**src/hw/rtl/b64_pkg.sv**
```systemverilog
`default_nettype none

package b64_pkg;

    localparam int unsigned BURST_DEPTH = 6;
    localparam int unsigned BURST_IW    = $clog2(BURST_DEPTH);

    localparam logic [6:0] LINE_COLS = 7'd76;
    localparam logic [7:0] PAD_CHAR  = 8'h3D;
    localparam logic [7:0] LF_CHAR   = 8'h0A;

    typedef struct packed {
        logic [7:0] in_byte;
        logic       byte_valid;
        logic       end_of_stream;
    } item_t;

    // results of one item, entry 0 goes out first
    typedef struct packed {
        logic [BURST_DEPTH-1:0][7:0] data;
        logic [BURST_IW-1:0]         cnt;
        logic                        last;
    } burst_t;

    typedef struct packed {
        logic       found;
        logic [5:0] value;
    } sextet_t;

    function automatic logic [7:0] enc_char(input logic [5:0] v);
        logic [7:0] c;
        if (v < 6'd26) begin
            c = 8'h41 + {2'b00, v};
        end else if (v < 6'd52) begin
            c = 8'h61 + {2'b00, v - 6'd26};
        end else if (v < 6'd62) begin
            c = 8'h30 + {2'b00, v - 6'd52};
        end else if (v == 6'd62) begin
            c = 8'h2B;
        end else begin
            c = 8'h2F;
        end
        return c;
    endfunction

    function automatic sextet_t dec_char(input logic [7:0] c);
        sextet_t s;
        s.found = 1'b1;
        s.value = 6'd0;
        if (c inside {[8'h41:8'h5A]}) begin
            s.value = 6'(c - 8'h41);
        end else if (c inside {[8'h61:8'h7A]}) begin
            s.value = 6'(c - 8'h61 + 8'd26);
        end else if (c inside {[8'h30:8'h39]}) begin
            s.value = 6'(c - 8'h30 + 8'd52);
        end else if (c == 8'h2B) begin
            s.value = 6'd62;
        end else if (c == 8'h2F) begin
            s.value = 6'd63;
        end else begin
            s.found = 1'b0;
        end
        return s;
    endfunction

endpackage

`default_nettype wire

```
**src/hw/rtl/base64_stream_codec.sv**
```systemverilog
// an accepted transaction waits in the input register until the result buffer can take its results
// throughput: one input transaction per cycle while each yields at most one result and m_tready
//   holds; otherwise the next item waits until the single-byte output port has drained the
//   result buffer (up to six bytes per item)
// reset: aresetn low at a clock edge clears mode (encode), group and column and empties buffers
`default_nettype none

module base64_stream_codec (
    input  wire logic       aclk,
    input  wire logic       aresetn,
    input  wire logic       cfg_we,
    input  wire logic       cfg_wdata,   // decode_mode
    input  wire logic       s_tvalid,
    output logic            s_tready,
    input  wire logic [7:0] s_tdata,     // in_byte
    input  wire logic       s_tuser,     // byte_valid
    input  wire logic       s_tlast,     // end_of_stream
    output logic            m_tvalid,
    input  wire logic       m_tready,
    output logic [7:0]      m_tdata,     // out_byte
    output logic            m_tlast      // last_of_stream
);

    logic           in_valid_reg;
    b64_pkg::item_t in_item_reg;
    logic           can_load;
    logic           load;
    b64_pkg::burst_t burst;

    assign load     = in_valid_reg && can_load;
    assign s_tready = !in_valid_reg || load;

    always_ff @(posedge aclk) begin
        if (!aresetn) begin
            in_valid_reg <= 1'b0;
        end else if (s_tvalid && s_tready) begin
            in_valid_reg <= 1'b1;
        end else if (load) begin
            in_valid_reg <= 1'b0;
        end
    end

    always_ff @(posedge aclk) begin
        if (s_tvalid && s_tready) begin
            in_item_reg.in_byte       <= s_tdata;
            in_item_reg.byte_valid    <= s_tuser;
            in_item_reg.end_of_stream <= s_tlast;
        end
    end

    b64_engine u_engine (
        .aclk      (aclk),
        .aresetn   (aresetn),
        .cfg_we    (cfg_we),
        .cfg_wdata (cfg_wdata),
        .step      (load),
        .item      (in_item_reg),
        .burst     (burst)
    );

    b64_burst u_burst (
        .aclk     (aclk),
        .aresetn  (aresetn),
        .load     (load),
        .burst    (burst),
        .can_load (can_load),
        .m_tvalid (m_tvalid),
        .m_tready (m_tready),
        .m_tdata  (m_tdata),
        .m_tlast  (m_tlast)
    );

endmodule

`default_nettype wire

```
**src/hw/rtl/b64_engine.sv**
```systemverilog
`default_nettype none

module b64_engine (
    input  wire logic           aclk,
    input  wire logic           aresetn,
    input  wire logic           cfg_we,
    input  wire logic           cfg_wdata,
    input  wire logic           step,
    input  wire b64_pkg::item_t item,
    output b64_pkg::burst_t     burst
);

    logic        mode_reg;
    logic [23:0] gb_reg;
    logic [1:0]  gc_reg;
    logic [6:0]  col_reg;

    logic [23:0] gb_next;
    logic [1:0]  gc_next;
    logic [6:0]  col_next;

    logic                         quad_en;
    logic [6:0]                   col_sum;
    logic [7:0]                   c2;
    logic [7:0]                   c3;
    b64_pkg::sextet_t             sx;
    logic [b64_pkg::BURST_IW-1:0] n;

    always_comb begin
        gb_next  = gb_reg;
        gc_next  = gc_reg;
        col_next = col_reg;
        burst    = '0;
        n        = '0;
        quad_en  = 1'b0;
        col_sum  = '0;
        c2       = '0;
        c3       = '0;
        sx       = b64_pkg::dec_char(item.in_byte);

        if (!mode_reg) begin
            if (item.byte_valid) begin
                case (gc_next)
                    2'd0:    gb_next = gb_next | {item.in_byte, 16'h0000};
                    2'd1:    gb_next = gb_next | {8'h00, item.in_byte, 8'h00};
                    default: gb_next = gb_next | {16'h0000, item.in_byte};
                endcase
                gc_next = gc_next + 2'd1;
            end
            // full group, or a partial one closed by end of stream
            quad_en = (gc_next == 2'd3) || (item.end_of_stream && gc_next != 2'd0);
            if (quad_en) begin
                c2 = (gc_next >= 2'd2) ? b64_pkg::enc_char(gb_next[11:6]) : b64_pkg::PAD_CHAR;
                c3 = (gc_next == 2'd3) ? b64_pkg::enc_char(gb_next[5:0])  : b64_pkg::PAD_CHAR;
                burst.data[n] = b64_pkg::enc_char(gb_next[23:18]);
                n = n + b64_pkg::BURST_IW'(1);
                burst.data[n] = b64_pkg::enc_char(gb_next[17:12]);
                n = n + b64_pkg::BURST_IW'(1);
                burst.data[n] = c2;
                n = n + b64_pkg::BURST_IW'(1);
                burst.data[n] = c3;
                n = n + b64_pkg::BURST_IW'(1);
                col_sum = col_next + 7'd4;
                if (col_sum >= b64_pkg::LINE_COLS) begin
                    burst.data[n] = b64_pkg::LF_CHAR;
                    n = n + b64_pkg::BURST_IW'(1);
                    col_next = '0;
                end else begin
                    col_next = col_sum;
                end
                gb_next = '0;
                gc_next = '0;
            end
        end else begin
            if (item.byte_valid && sx.found) begin
                gb_next = {gb_next[17:0], sx.value};
                gc_next = gc_next + 2'd1;
                if (gc_next == 2'd0) begin
                    burst.data[n] = gb_next[23:16];
                    n = n + b64_pkg::BURST_IW'(1);
                    burst.data[n] = gb_next[15:8];
                    n = n + b64_pkg::BURST_IW'(1);
                    burst.data[n] = gb_next[7:0];
                    n = n + b64_pkg::BURST_IW'(1);
                    gb_next = '0;
                end
            end
            // three-character tail gives two bytes, two characters give one
            if (item.end_of_stream) begin
                if (gc_next == 2'd3) begin
                    burst.data[n] = gb_next[17:10];
                    n = n + b64_pkg::BURST_IW'(1);
                    burst.data[n] = gb_next[9:2];
                    n = n + b64_pkg::BURST_IW'(1);
                end else if (gc_next == 2'd2) begin
                    burst.data[n] = gb_next[11:4];
                    n = n + b64_pkg::BURST_IW'(1);
                end
            end
        end

        if (item.end_of_stream) begin
            burst.data[n] = b64_pkg::LF_CHAR;
            n = n + b64_pkg::BURST_IW'(1);
            burst.last = 1'b1;
            gb_next  = '0;
            gc_next  = '0;
            col_next = '0;
        end
        burst.cnt = n;
    end

    always_ff @(posedge aclk) begin
        if (!aresetn) begin
            mode_reg <= 1'b0;
            gb_reg   <= '0;
            gc_reg   <= '0;
            col_reg  <= '0;
        end else if (cfg_we) begin
            mode_reg <= cfg_wdata;
            gb_reg   <= '0;
            gc_reg   <= '0;
            col_reg  <= '0;
        end else if (step) begin
            gb_reg  <= gb_next;
            gc_reg  <= gc_next;
            col_reg <= col_next;
        end
    end

endmodule

`default_nettype wire

```
**src/hw/rtl/b64_burst.sv**
```systemverilog
`default_nettype none

module b64_burst (
    input  wire logic            aclk,
    input  wire logic            aresetn,
    input  wire logic            load,
    input  wire b64_pkg::burst_t burst,
    output logic                 can_load,
    output logic                 m_tvalid,
    input  wire logic            m_tready,
    output logic [7:0]           m_tdata,   // out_byte
    output logic                 m_tlast    // last_of_stream
);

    logic [b64_pkg::BURST_DEPTH-1:0][7:0] data_reg;
    logic [b64_pkg::BURST_IW-1:0]         cnt_reg;
    logic                                 last_reg;

    logic take;

    assign take     = m_tvalid && m_tready;
    assign m_tvalid = (cnt_reg != '0);
    assign m_tdata  = data_reg[0];
    assign m_tlast  = last_reg && (cnt_reg == b64_pkg::BURST_IW'(1));
    // free now, or the final entry leaves this cycle
    assign can_load = (cnt_reg == '0) || (take && cnt_reg == b64_pkg::BURST_IW'(1));

    always_ff @(posedge aclk) begin
        if (!aresetn) begin
            cnt_reg  <= '0;
            last_reg <= 1'b0;
        end else if (load) begin
            cnt_reg  <= burst.cnt;
            last_reg <= burst.last;
        end else if (take) begin
            cnt_reg <= cnt_reg - b64_pkg::BURST_IW'(1);
        end
    end

    always_ff @(posedge aclk) begin
        if (load) begin
            data_reg <= burst.data;
        end else if (take) begin
            for (int i = 0; i < b64_pkg::BURST_DEPTH - 1; i++) begin
                data_reg[i] <= data_reg[i+1];
            end
        end
    end

endmodule

`default_nettype wire

```
**config.mk**
```make
export PLATFORM = sky130hd
export DESIGN_NAME = base64_stream_codec
export DESIGN_NICKNAME = d
export VERILOG_FILES = /design/src/hw/rtl/b64_pkg.sv /design/src/hw/rtl/base64_stream_codec.sv /design/src/hw/rtl/b64_engine.sv /design/src/hw/rtl/b64_burst.sv
export SDC_FILE = /design/constraint.sdc
export NUM_CORES = 1
export LEC_CHECK = 0
export ABC_AREA = 1
export BUFFER_PORTS_ARGS = -buffer_cell sky130_fd_sc_hd__buf_2
export CAP_MARGIN = 5
export CORE_MARGIN = 10
export CORE_UTILIZATION = 58
export CTS_CLUSTER_DIAMETER = 100
export DETAILED_ROUTE_END_ITERATION = 16
export MAX_ROUTING_LAYER = met4
export PLACE_DENSITY = 0.78
export SETUP_SLACK_MARGIN = 0.4
export SLEW_MARGIN = 30
export SYNTH_ARGS = -nofsm -noshare
export SYNTH_HDL_FRONTEND = slang
export SYNTH_SLANG_ARGS = --single-unit
```
**constraint.sdc**
```tcl
create_clock -name aclk -period 3 [get_ports aclk]
set_input_delay 0.15 -clock aclk [delete_from_list [all_inputs] [get_ports aclk]]
set_output_delay 0.15 -clock aclk [all_outputs]
set_load 0.05 [all_outputs]
```
==> reports/summary.txt, run 1 <==
largest area contributor in the netlist: edfxtp_1
cell area power density: 562 nW/um2
Comb power frac: 47.1%
Setup Skew: 0.00822 ns
multiplexer share of the synthesized area: 0%
Finished Layout Cells: 1499
Clock transition at path regs: 0.07 ns
Synth Flop Type: edfxtp_1
leak pwr: 0.00458 uW
endpoint type of the worst setup path: register
Yosys reg bits: 88
R2R setup slack: -0.16 ns
core area: 13300 um2
Synth async-reset ratio: 0%
die area: 18800 um2
clock root buffer: clkbuf_16
DR iter-0 viols: 1255
Post-Synth Simple-Gate Area: 29.7%
Reg2Reg Launch Point: in_item_reg[4]$_DFFE_PP_
Synth cell types: 53
CTS Sinks: 88
layout cells sized above 1: 31.9%
n_diodes: 0
count leader, synth: nand2_1
Hold Fails Final Rpt: 0
Syn Area/Cell: 6.94 um2
cells after synthesis: 1149
most frequent cells after synthesis: nand2_1 (282), inv_1 (135), nand3_1 (81)
Seq/Total Area, Yosys: 28.5%
max-slew violations: 0
CTS tree: done
HP Start: cfg_wdata
Nets: 1390
All-Layer GR Usage: 29.7%
Vias: 9229
Synth Area in XOR/XNOR: 3.74%
Peak VDD IR: 938 uV
Synth Area in Compound Gates: 18.8%
Tightest Pin Transition: 0.986 ns
Placed Instances: 1391
Final min period: 3.16 ns
antenna viol nets, final: 0
critical path launch point type: register
worst relative slew slack: 34.2%
adder-cell share of the synthesized area: 8.79%
Final Cycle Share: 105%
worst hold path endpoint: u_engine.mode_reg$_SDFFE_PN0P_
top post-synthesis cells by area: edfxtp_1 (19%), nand2_1 (13%), dfxtp_1 (9.3%)
number of synthesized flops with an enable pin: 51
clock share of power: 20.9%
IO Pins: 27
Routability Congestion: 1.07
Seq pwr share: 32.1%
Int Power: 3370 uW
CTS buffer count: 9
total gr overflow: 0
Fmax: 317 MHz
post-synth top area share: 19.2%
status: finished with violations
DRC viols: 0
Wirelength per Cell: 20.0 um
clk_lat worst skew: 0.36 ns
synthesized cell area: 7970 um2
largest family of logic cells by synthesized area: simple AND/OR/NAND/NOR gates
row cnt: 42
routed vias/inst: 6.16
number of global-route vias before repair: 8337
kind of critical path: reg2reg
pin count of the biggest net entering global routing: 43
max FFs per register: 33
antenna violations before repair: 0
first-pass GRT wire length: 42700 um
Data arrival, critical path: 3.37 ns
fin area: 10600 um2
drt first pass iters: 7
H-Tree Depth: 3
Starting Density: 59.7%
Die Y-Extent: 137 um
YS warnings: 0
max-cap viol count: 0
FILL cells: 943
sw power: 2590 uW
Routed WL: 30000 um
die span in x: 137 um
CTS max path bufs: 2
area delta synth->final: 33.0%
number of port buffers: 26
placed cell areas: 8770 um2
worst path required time: 3.21 ns
switching share of power: 43.5%
violated checks: setup timing
final HPWL from detailed placement: 19700 um
HP Class: in2reg
setup slack after layout: -0.156 ns
Max FO, Critical Path: 4
unrepaired setup endpoints after global routing: yes
Reg-to-Reg End: u_burst.data_reg[26]$_DFFE_PP_
worst hold stages: 3
setup violators final: 3
Reg2Reg Depth: 20
[critical path: stages (launching register included)]
cell and delay (ns):
edfxtp_1 0.46, buf_4 0.18, buf_6 0.11, buf_6 0.11, buf_6 0.12, nand2_4 0.06
nand2_2 0.05, a22oi_2 0.21, inv_2 0.15, buf_6 0.14, buf_4 0.13, buf_6 0.11
buf_6 0.10, buf_4 0.12, buf_6 0.10, buf_6 0.10, a21oi_2 0.21, o21ai_1 0.14
nand3_1 0.15, a31oi_4 0.11, o21ai_1 0.14
[layout by cell type (no fill, tap or decap), types with 21 or more instances in the layout]
cell,n
inv_2,28
o211ai_1,21
ha_1,41
buf_2,26
o21ai_0,53
buf_6,23
nand2_1,245
nor2_1,68
xor2_1,25
a21oi_1,64
nand2_4,26
edfxtp_1,51
inv_1,115
buf_4,129
dfxtp_1,35
o21ai_1,34
nand2_2,33
nand3_1,65
[stage by stage]
| step | power [uW] | setup slack, ns | hold WS, ns | utilization [%] | setup TNS, ns |
|---|---|---|---|---|---|
| after floorplan | 3560 | 0.221 | 0.249 | - | 0 |
| after global placement | 4120 | 0.00585 | 0.327 | 65.7 | 0 |
| after detailed placement | 4170 | -0.0389 | 0.328 | 65.7 | -0.0389 |
| after CTS | 5550 | 0.132 | 0.0241 | 73.4 | 0 |
| after global routing | 6230 | -0.261 | 0.0655 | 79.4 | -2.28 |
| final | 5960 | -0.156 | 0.0335 | 79.4 | -0.243 |
[cell type report]
type                            count  area (um2)  area share, %
Clock buffer                        9         225           2.12
Clock inverter                      7        85.1          0.803
Inverter                          153         603           5.69
Multi-Input combinational cell    872        5630           53.1
Sequential cell                    88        2270           21.5
Tap cell                          176         220           2.08
Timing Repair Buffer              194        1560           14.7
[power by group through the flow]
stage | Clock (uW) | Sequential [uW] | Combinational (uW)
2_1_floorplan | 0 | 1870 | 1690
5_1_grt | 1290 | 1940 | 3010
3_3_place_gp | 0 | 1910 | 2200
6_report | 1240 | 1910 | 2800
4_1_cts | 1230 | 1900 | 2430
3_5_place_dp | 0 | 1930 | 2240
[how the worst max path moves through the flow]
stage,start,to,slack [ns]
after floorplan,in_item_reg[2]$_DFFE_PP_,u_burst.cnt_reg[2]$_SDFFE_PN0P_,0.22
after global placement,in_item_reg[1]$_DFFE_PP_,u_burst.cnt_reg[2]$_SDFFE_PN0P_,0.006
after detailed placement,in_item_reg[1]$_DFFE_PP_,u_burst.cnt_reg[2]$_SDFFE_PN0P_,-0.04
after CTS,in_item_reg[3]$_DFFE_PP_,u_burst.data_reg[9]$_DFFE_PP_,0.13
after global routing,in_item_reg[4]$_DFFE_PP_,u_burst.data_reg[26]$_DFFE_PP_,-0.26
final,in_item_reg[4]$_DFFE_PP_,u_burst.data_reg[26]$_DFFE_PP_,-0.16
[routing by layer]
metal	vias to the layer above	GRT usage (%)	routed length, um
met1	4244	37.5	11400
met5	-	-	0
met4	0	11.2	1510
met2	681	47.4	13900
met3	148	4.08	3200
li1	4156	-	-
[kinds of logic (layout without fill, tap and decap cells)]
logic type,after synthesis,count (layout)
adder cells (fa/ha/maj),56,56
XOR/XNOR,34,34
flip-flops,88,88
other,1,6
buffers and inverters,194,363
AND/OR/NAND/NOR,522,522
AO/OA/AOI/OAI,254,254
[what timing repair did]
action | in CTS | in global routing
hold buffers | 10 | 0
resized for setup | 55 | 150
setup endpoints to repair | 62 | 68
setup buffers | 53 | 29
cloned | 0 | 0
pin swaps | 23 | 45
hold endpoints to repair | 10 | 0
Note: power is estimated with default switching activity, not from simulation.
==> inputs of run 2 (changes only) <==
--- a/config.mk
+++ b/config.mk
@@ -8,7 +8,8 @@
 export ABC_AREA = 1
 export BUFFER_PORTS_ARGS = -buffer_cell sky130_fd_sc_hd__buf_2
 export CAP_MARGIN = 5
-export CORE_MARGIN = 10
+export CORE_ASPECT_RATIO = 1.25
+export CORE_MARGIN = 3
 export CORE_UTILIZATION = 58
 export CTS_CLUSTER_DIAMETER = 100
 export DETAILED_ROUTE_END_ITERATION = 16
==> run 2 against run 1 <==
Compared with the run above:
- the run still ends with setup timing left
- largest cell class unchanged
- worst hold slack better by 0.0079 ns
- final cell count fell by 0.47%
- worst setup slack better by 0.068 ns
- core utilization decreased by 1.1 points
- clock power about the same
- largest power group unchanged
- critical endpoint is now u_burst.cnt_reg[2]$_SDFFE_PN0P_
- clock skew is 0.0068 ns higher
==> reports/summary.txt, run 2 (synthesized netlist as in run 1, its figures left out) <==
pin count of the biggest net entering global routing: 43 (unchanged)
max-cap viol count: 0 (unchanged)
number of global-route vias before repair: 8190 (-1.8%)
worst relative slew slack: 37.1% (+2.9 points)
Place WS: -0.0107 ns (+0.0282 ns)
FILL cells: 891 (-5.5%)
CTS tree: done
Final Cycle Share: 103% (-2.3 points)
cell area power density: 557 nW/um2 (-0.94%)
clk_lat worst skew: 0.36 ns (about the same)
Core Util, Final: 78.3% (-1.1 points)
Wirelength per Cell: 19.7 um (-1.5%)
area delta synth->final: 31.2%
All-Layer GR Usage: 35.9% (+6.3 points)
H-Tree Depth: 3 (unchanged)
leak pwr: 0.00453 uW (-1.3%)
worst path required time: 3.29 ns (+0.08 ns)
Total Power: 5820 uW (-2.3%)
sw power: 2510 uW (-3.1%)
Hold Fails Final Rpt: 0 (unchanged)
Routability Congestion: 1.17 (+9.2%)
Tightest Pin Transition: 0.943 ns (-0.0433 ns)
Routed WL: 29400 um (-1.9%)
setup slack after layout: -0.0885 ns (+0.0678 ns)
number of port buffers: 26 (unchanged)
Worst path top cell family by delay: simple AND/OR/NAND/NOR gates
clock root buffer: clkbuf_16
switching share of power: 43.1% (-0.36 points)
n_diodes: 0 (unchanged)
antenna violations before repair: 0 (unchanged)
Setup Skew: 0.0150 ns (+0.00683 ns)
CTS Sinks: 88 (unchanged)
routed vias/inst: 6.19 (+0.57%)
die area: 15200 um2 (-19%)
first-pass GRT wire length: 42200 um (-1.2%)
CP bufs+invs: 3 (-9)
violated checks: setup timing
row cnt: 47 (+12%)
Comb power frac: 46.6% (-0.5 points)
Data arrival, critical path: 3.38 ns (about the same)
final HPWL from detailed placement: 19100 um (-2.9%)
max FFs per register: 33 (unchanged)
Fmax: 324 MHz (+2.2%)
Nets: 1388 (-0.14%)
clock share of power: 20.8% (about the same)
placed cell areas: 8790 um2 (+0.13%)
kind of critical path: reg2reg
crit-path cells: inv_4 > ha_4 > nand2_1 > nand3b_1 > nand2_2 > nor2_4 > nand3_4 > nand2_8 > nor2_4 > buf_6 > ha_4 > nor2_2 > nand2_1 > nand3_2 > nand2_4 > ha_4 > nand2_4 > inv_2 > nand2_2 > nand2_2 > nand2_1 > nand2_1 > a21oi_1
most frequent CP cell: nand2_1
commonest non-fill, non-tap cell in the layout: nand2_1
setup violators final: 23 (+20)
Vias: 9238 (+0.098%)
DRC viols: 0 (unchanged)
endpoint type of the worst setup path: register
max-slew violations: 0 (unchanged)
Peak VDD IR: 505 uV (-46%)
antenna viol nets, final: 0 (unchanged)
layout cells sized above 1: 30.4% (-1.5 points)
DR iter-0 viols: 1199 (-4.5%)
CTS max path bufs: 2 (unchanged)
Starting Density: 59.7% (about the same)
HP Class: in2reg
Die Y-Extent: 137 um (-0.12%)
unrepaired setup endpoints after global routing: yes
Seq pwr share: 32.5% (+0.4 points)
most frequent cells in the layout: nand2_1 (249), buf_4 (142), inv_1 (116), nor2_1 (71), a21oi_1 (70)
core area: 13300 um2 (about the same)
CP peak stage delay: 0.49 ns (+0.03 ns)
Clock transition at path regs: 0.07 ns (about the same)
critical path launch point type: register
Max FO, Critical Path: 6 (+2)
IO Pins: 27 (unchanged)
status: finished with violations
total gr overflow: 0 (unchanged)
CTS buffer count: 9 (unchanged)
drt first pass iters: 6 (-1)
slowest CP cell: edfxtp_1
die span in x: 111 um (-19%)
fin area: 10500 um2 (-1.4%)
Final min period: 3.09 ns (-0.0678 ns)
Int Power: 3310 uW (-1.7%)
==> run 2: cell count changes in the layout (fill, tap and decap cells not counted), sizes merged <==
cell,previous run,this run
buf,183,180
nor2,101,103
clkbuf,10,9
clkinvlp,3,1
clkinv,2,4
==> run 2: worst paths after layout <==
| path | start | endpoint | slack [ns] | cells after the start |
|---|---|---|---|---|
| worst max-delay path | in_item_reg[4]$_DFFE_PP_ | u_burst.cnt_reg[2]$_SDFFE_PN0P_ | -0.09 | 23 |
| worst min-delay path | cfg_wdata | u_engine.mode_reg$_SDFFE_PN0P_ | 0.04 | 3 |
| worst max register to register | in_item_reg[4]$_DFFE_PP_ | u_burst.cnt_reg[2]$_SDFFE_PN0P_ | -0.09 | 23 |
| worst min register to register | u_engine.gb_reg[13]$_SDFFE_PP0P_ | u_engine.gb_reg[13]$_SDFFE_PP0P_ | 0.47 | 2 |
==> run 2: repair_timing <==
| item | CTS | global route |
|---|---|---|
| gates cloned | 0 | 2 |
| setup buffers | 47 | 32 |
| hold buffers | 10 | 0 |
| pin swaps | 47 | 44 |
| endpoints found under the hold margin | 10 | 0 |
| endpoints found under the setup margin | 55 | 109 |
| gates resized for setup | 96 | 73 |
==> run 2: metal layers <==
metal	track usage, %	vias up	share of wire, %
li1	-	4165	-
met1	41.6	4163	36
met2	59.3	710	46
met3	7.03	200	10
met4	18.9	0	7.4
met5	-	-	0
==> run 2: power by group through the flow <==
stage	combinational (uW)	clock, uW	sequential (uW)
final	2720	1210	1900
after global routing	2900	1240	1920
after CTS	2410	1190	1890
after detailed placement	2230	0	1920
after global placement	2200	0	1910
after floorplan	1690	0	1870
==> run 2: final cells by class <==
type	instances	area (um2)	share of cell area (%)
well taps	171	214	2.05
multi-input cells	874	5570	53.3
inverters	153	609	5.83
repair buffers	190	1470	14.0
clock buffers	9	225	2.15
flip-flops and latches	88	2280	21.8
clock inverters	7	88.8	0.850
==> run 2: tightest hold or removal path, cell delays in order <==
cell     delay (ns)
buf_2          0.08
a21oi_1        0.06
nor2_1         0.07
==> run 2: per-stage QoR <==
stage	hold slack, ns	TNS, ns	cells
global placement	0.326	0	1385
CTS	0.0267	0	1458
finish	0.0415	-0.527	1492
global route	0.0888	-3.61	1492
floorplan	0.249	0	1154
detailed placement	0.328	-0.0107	1385
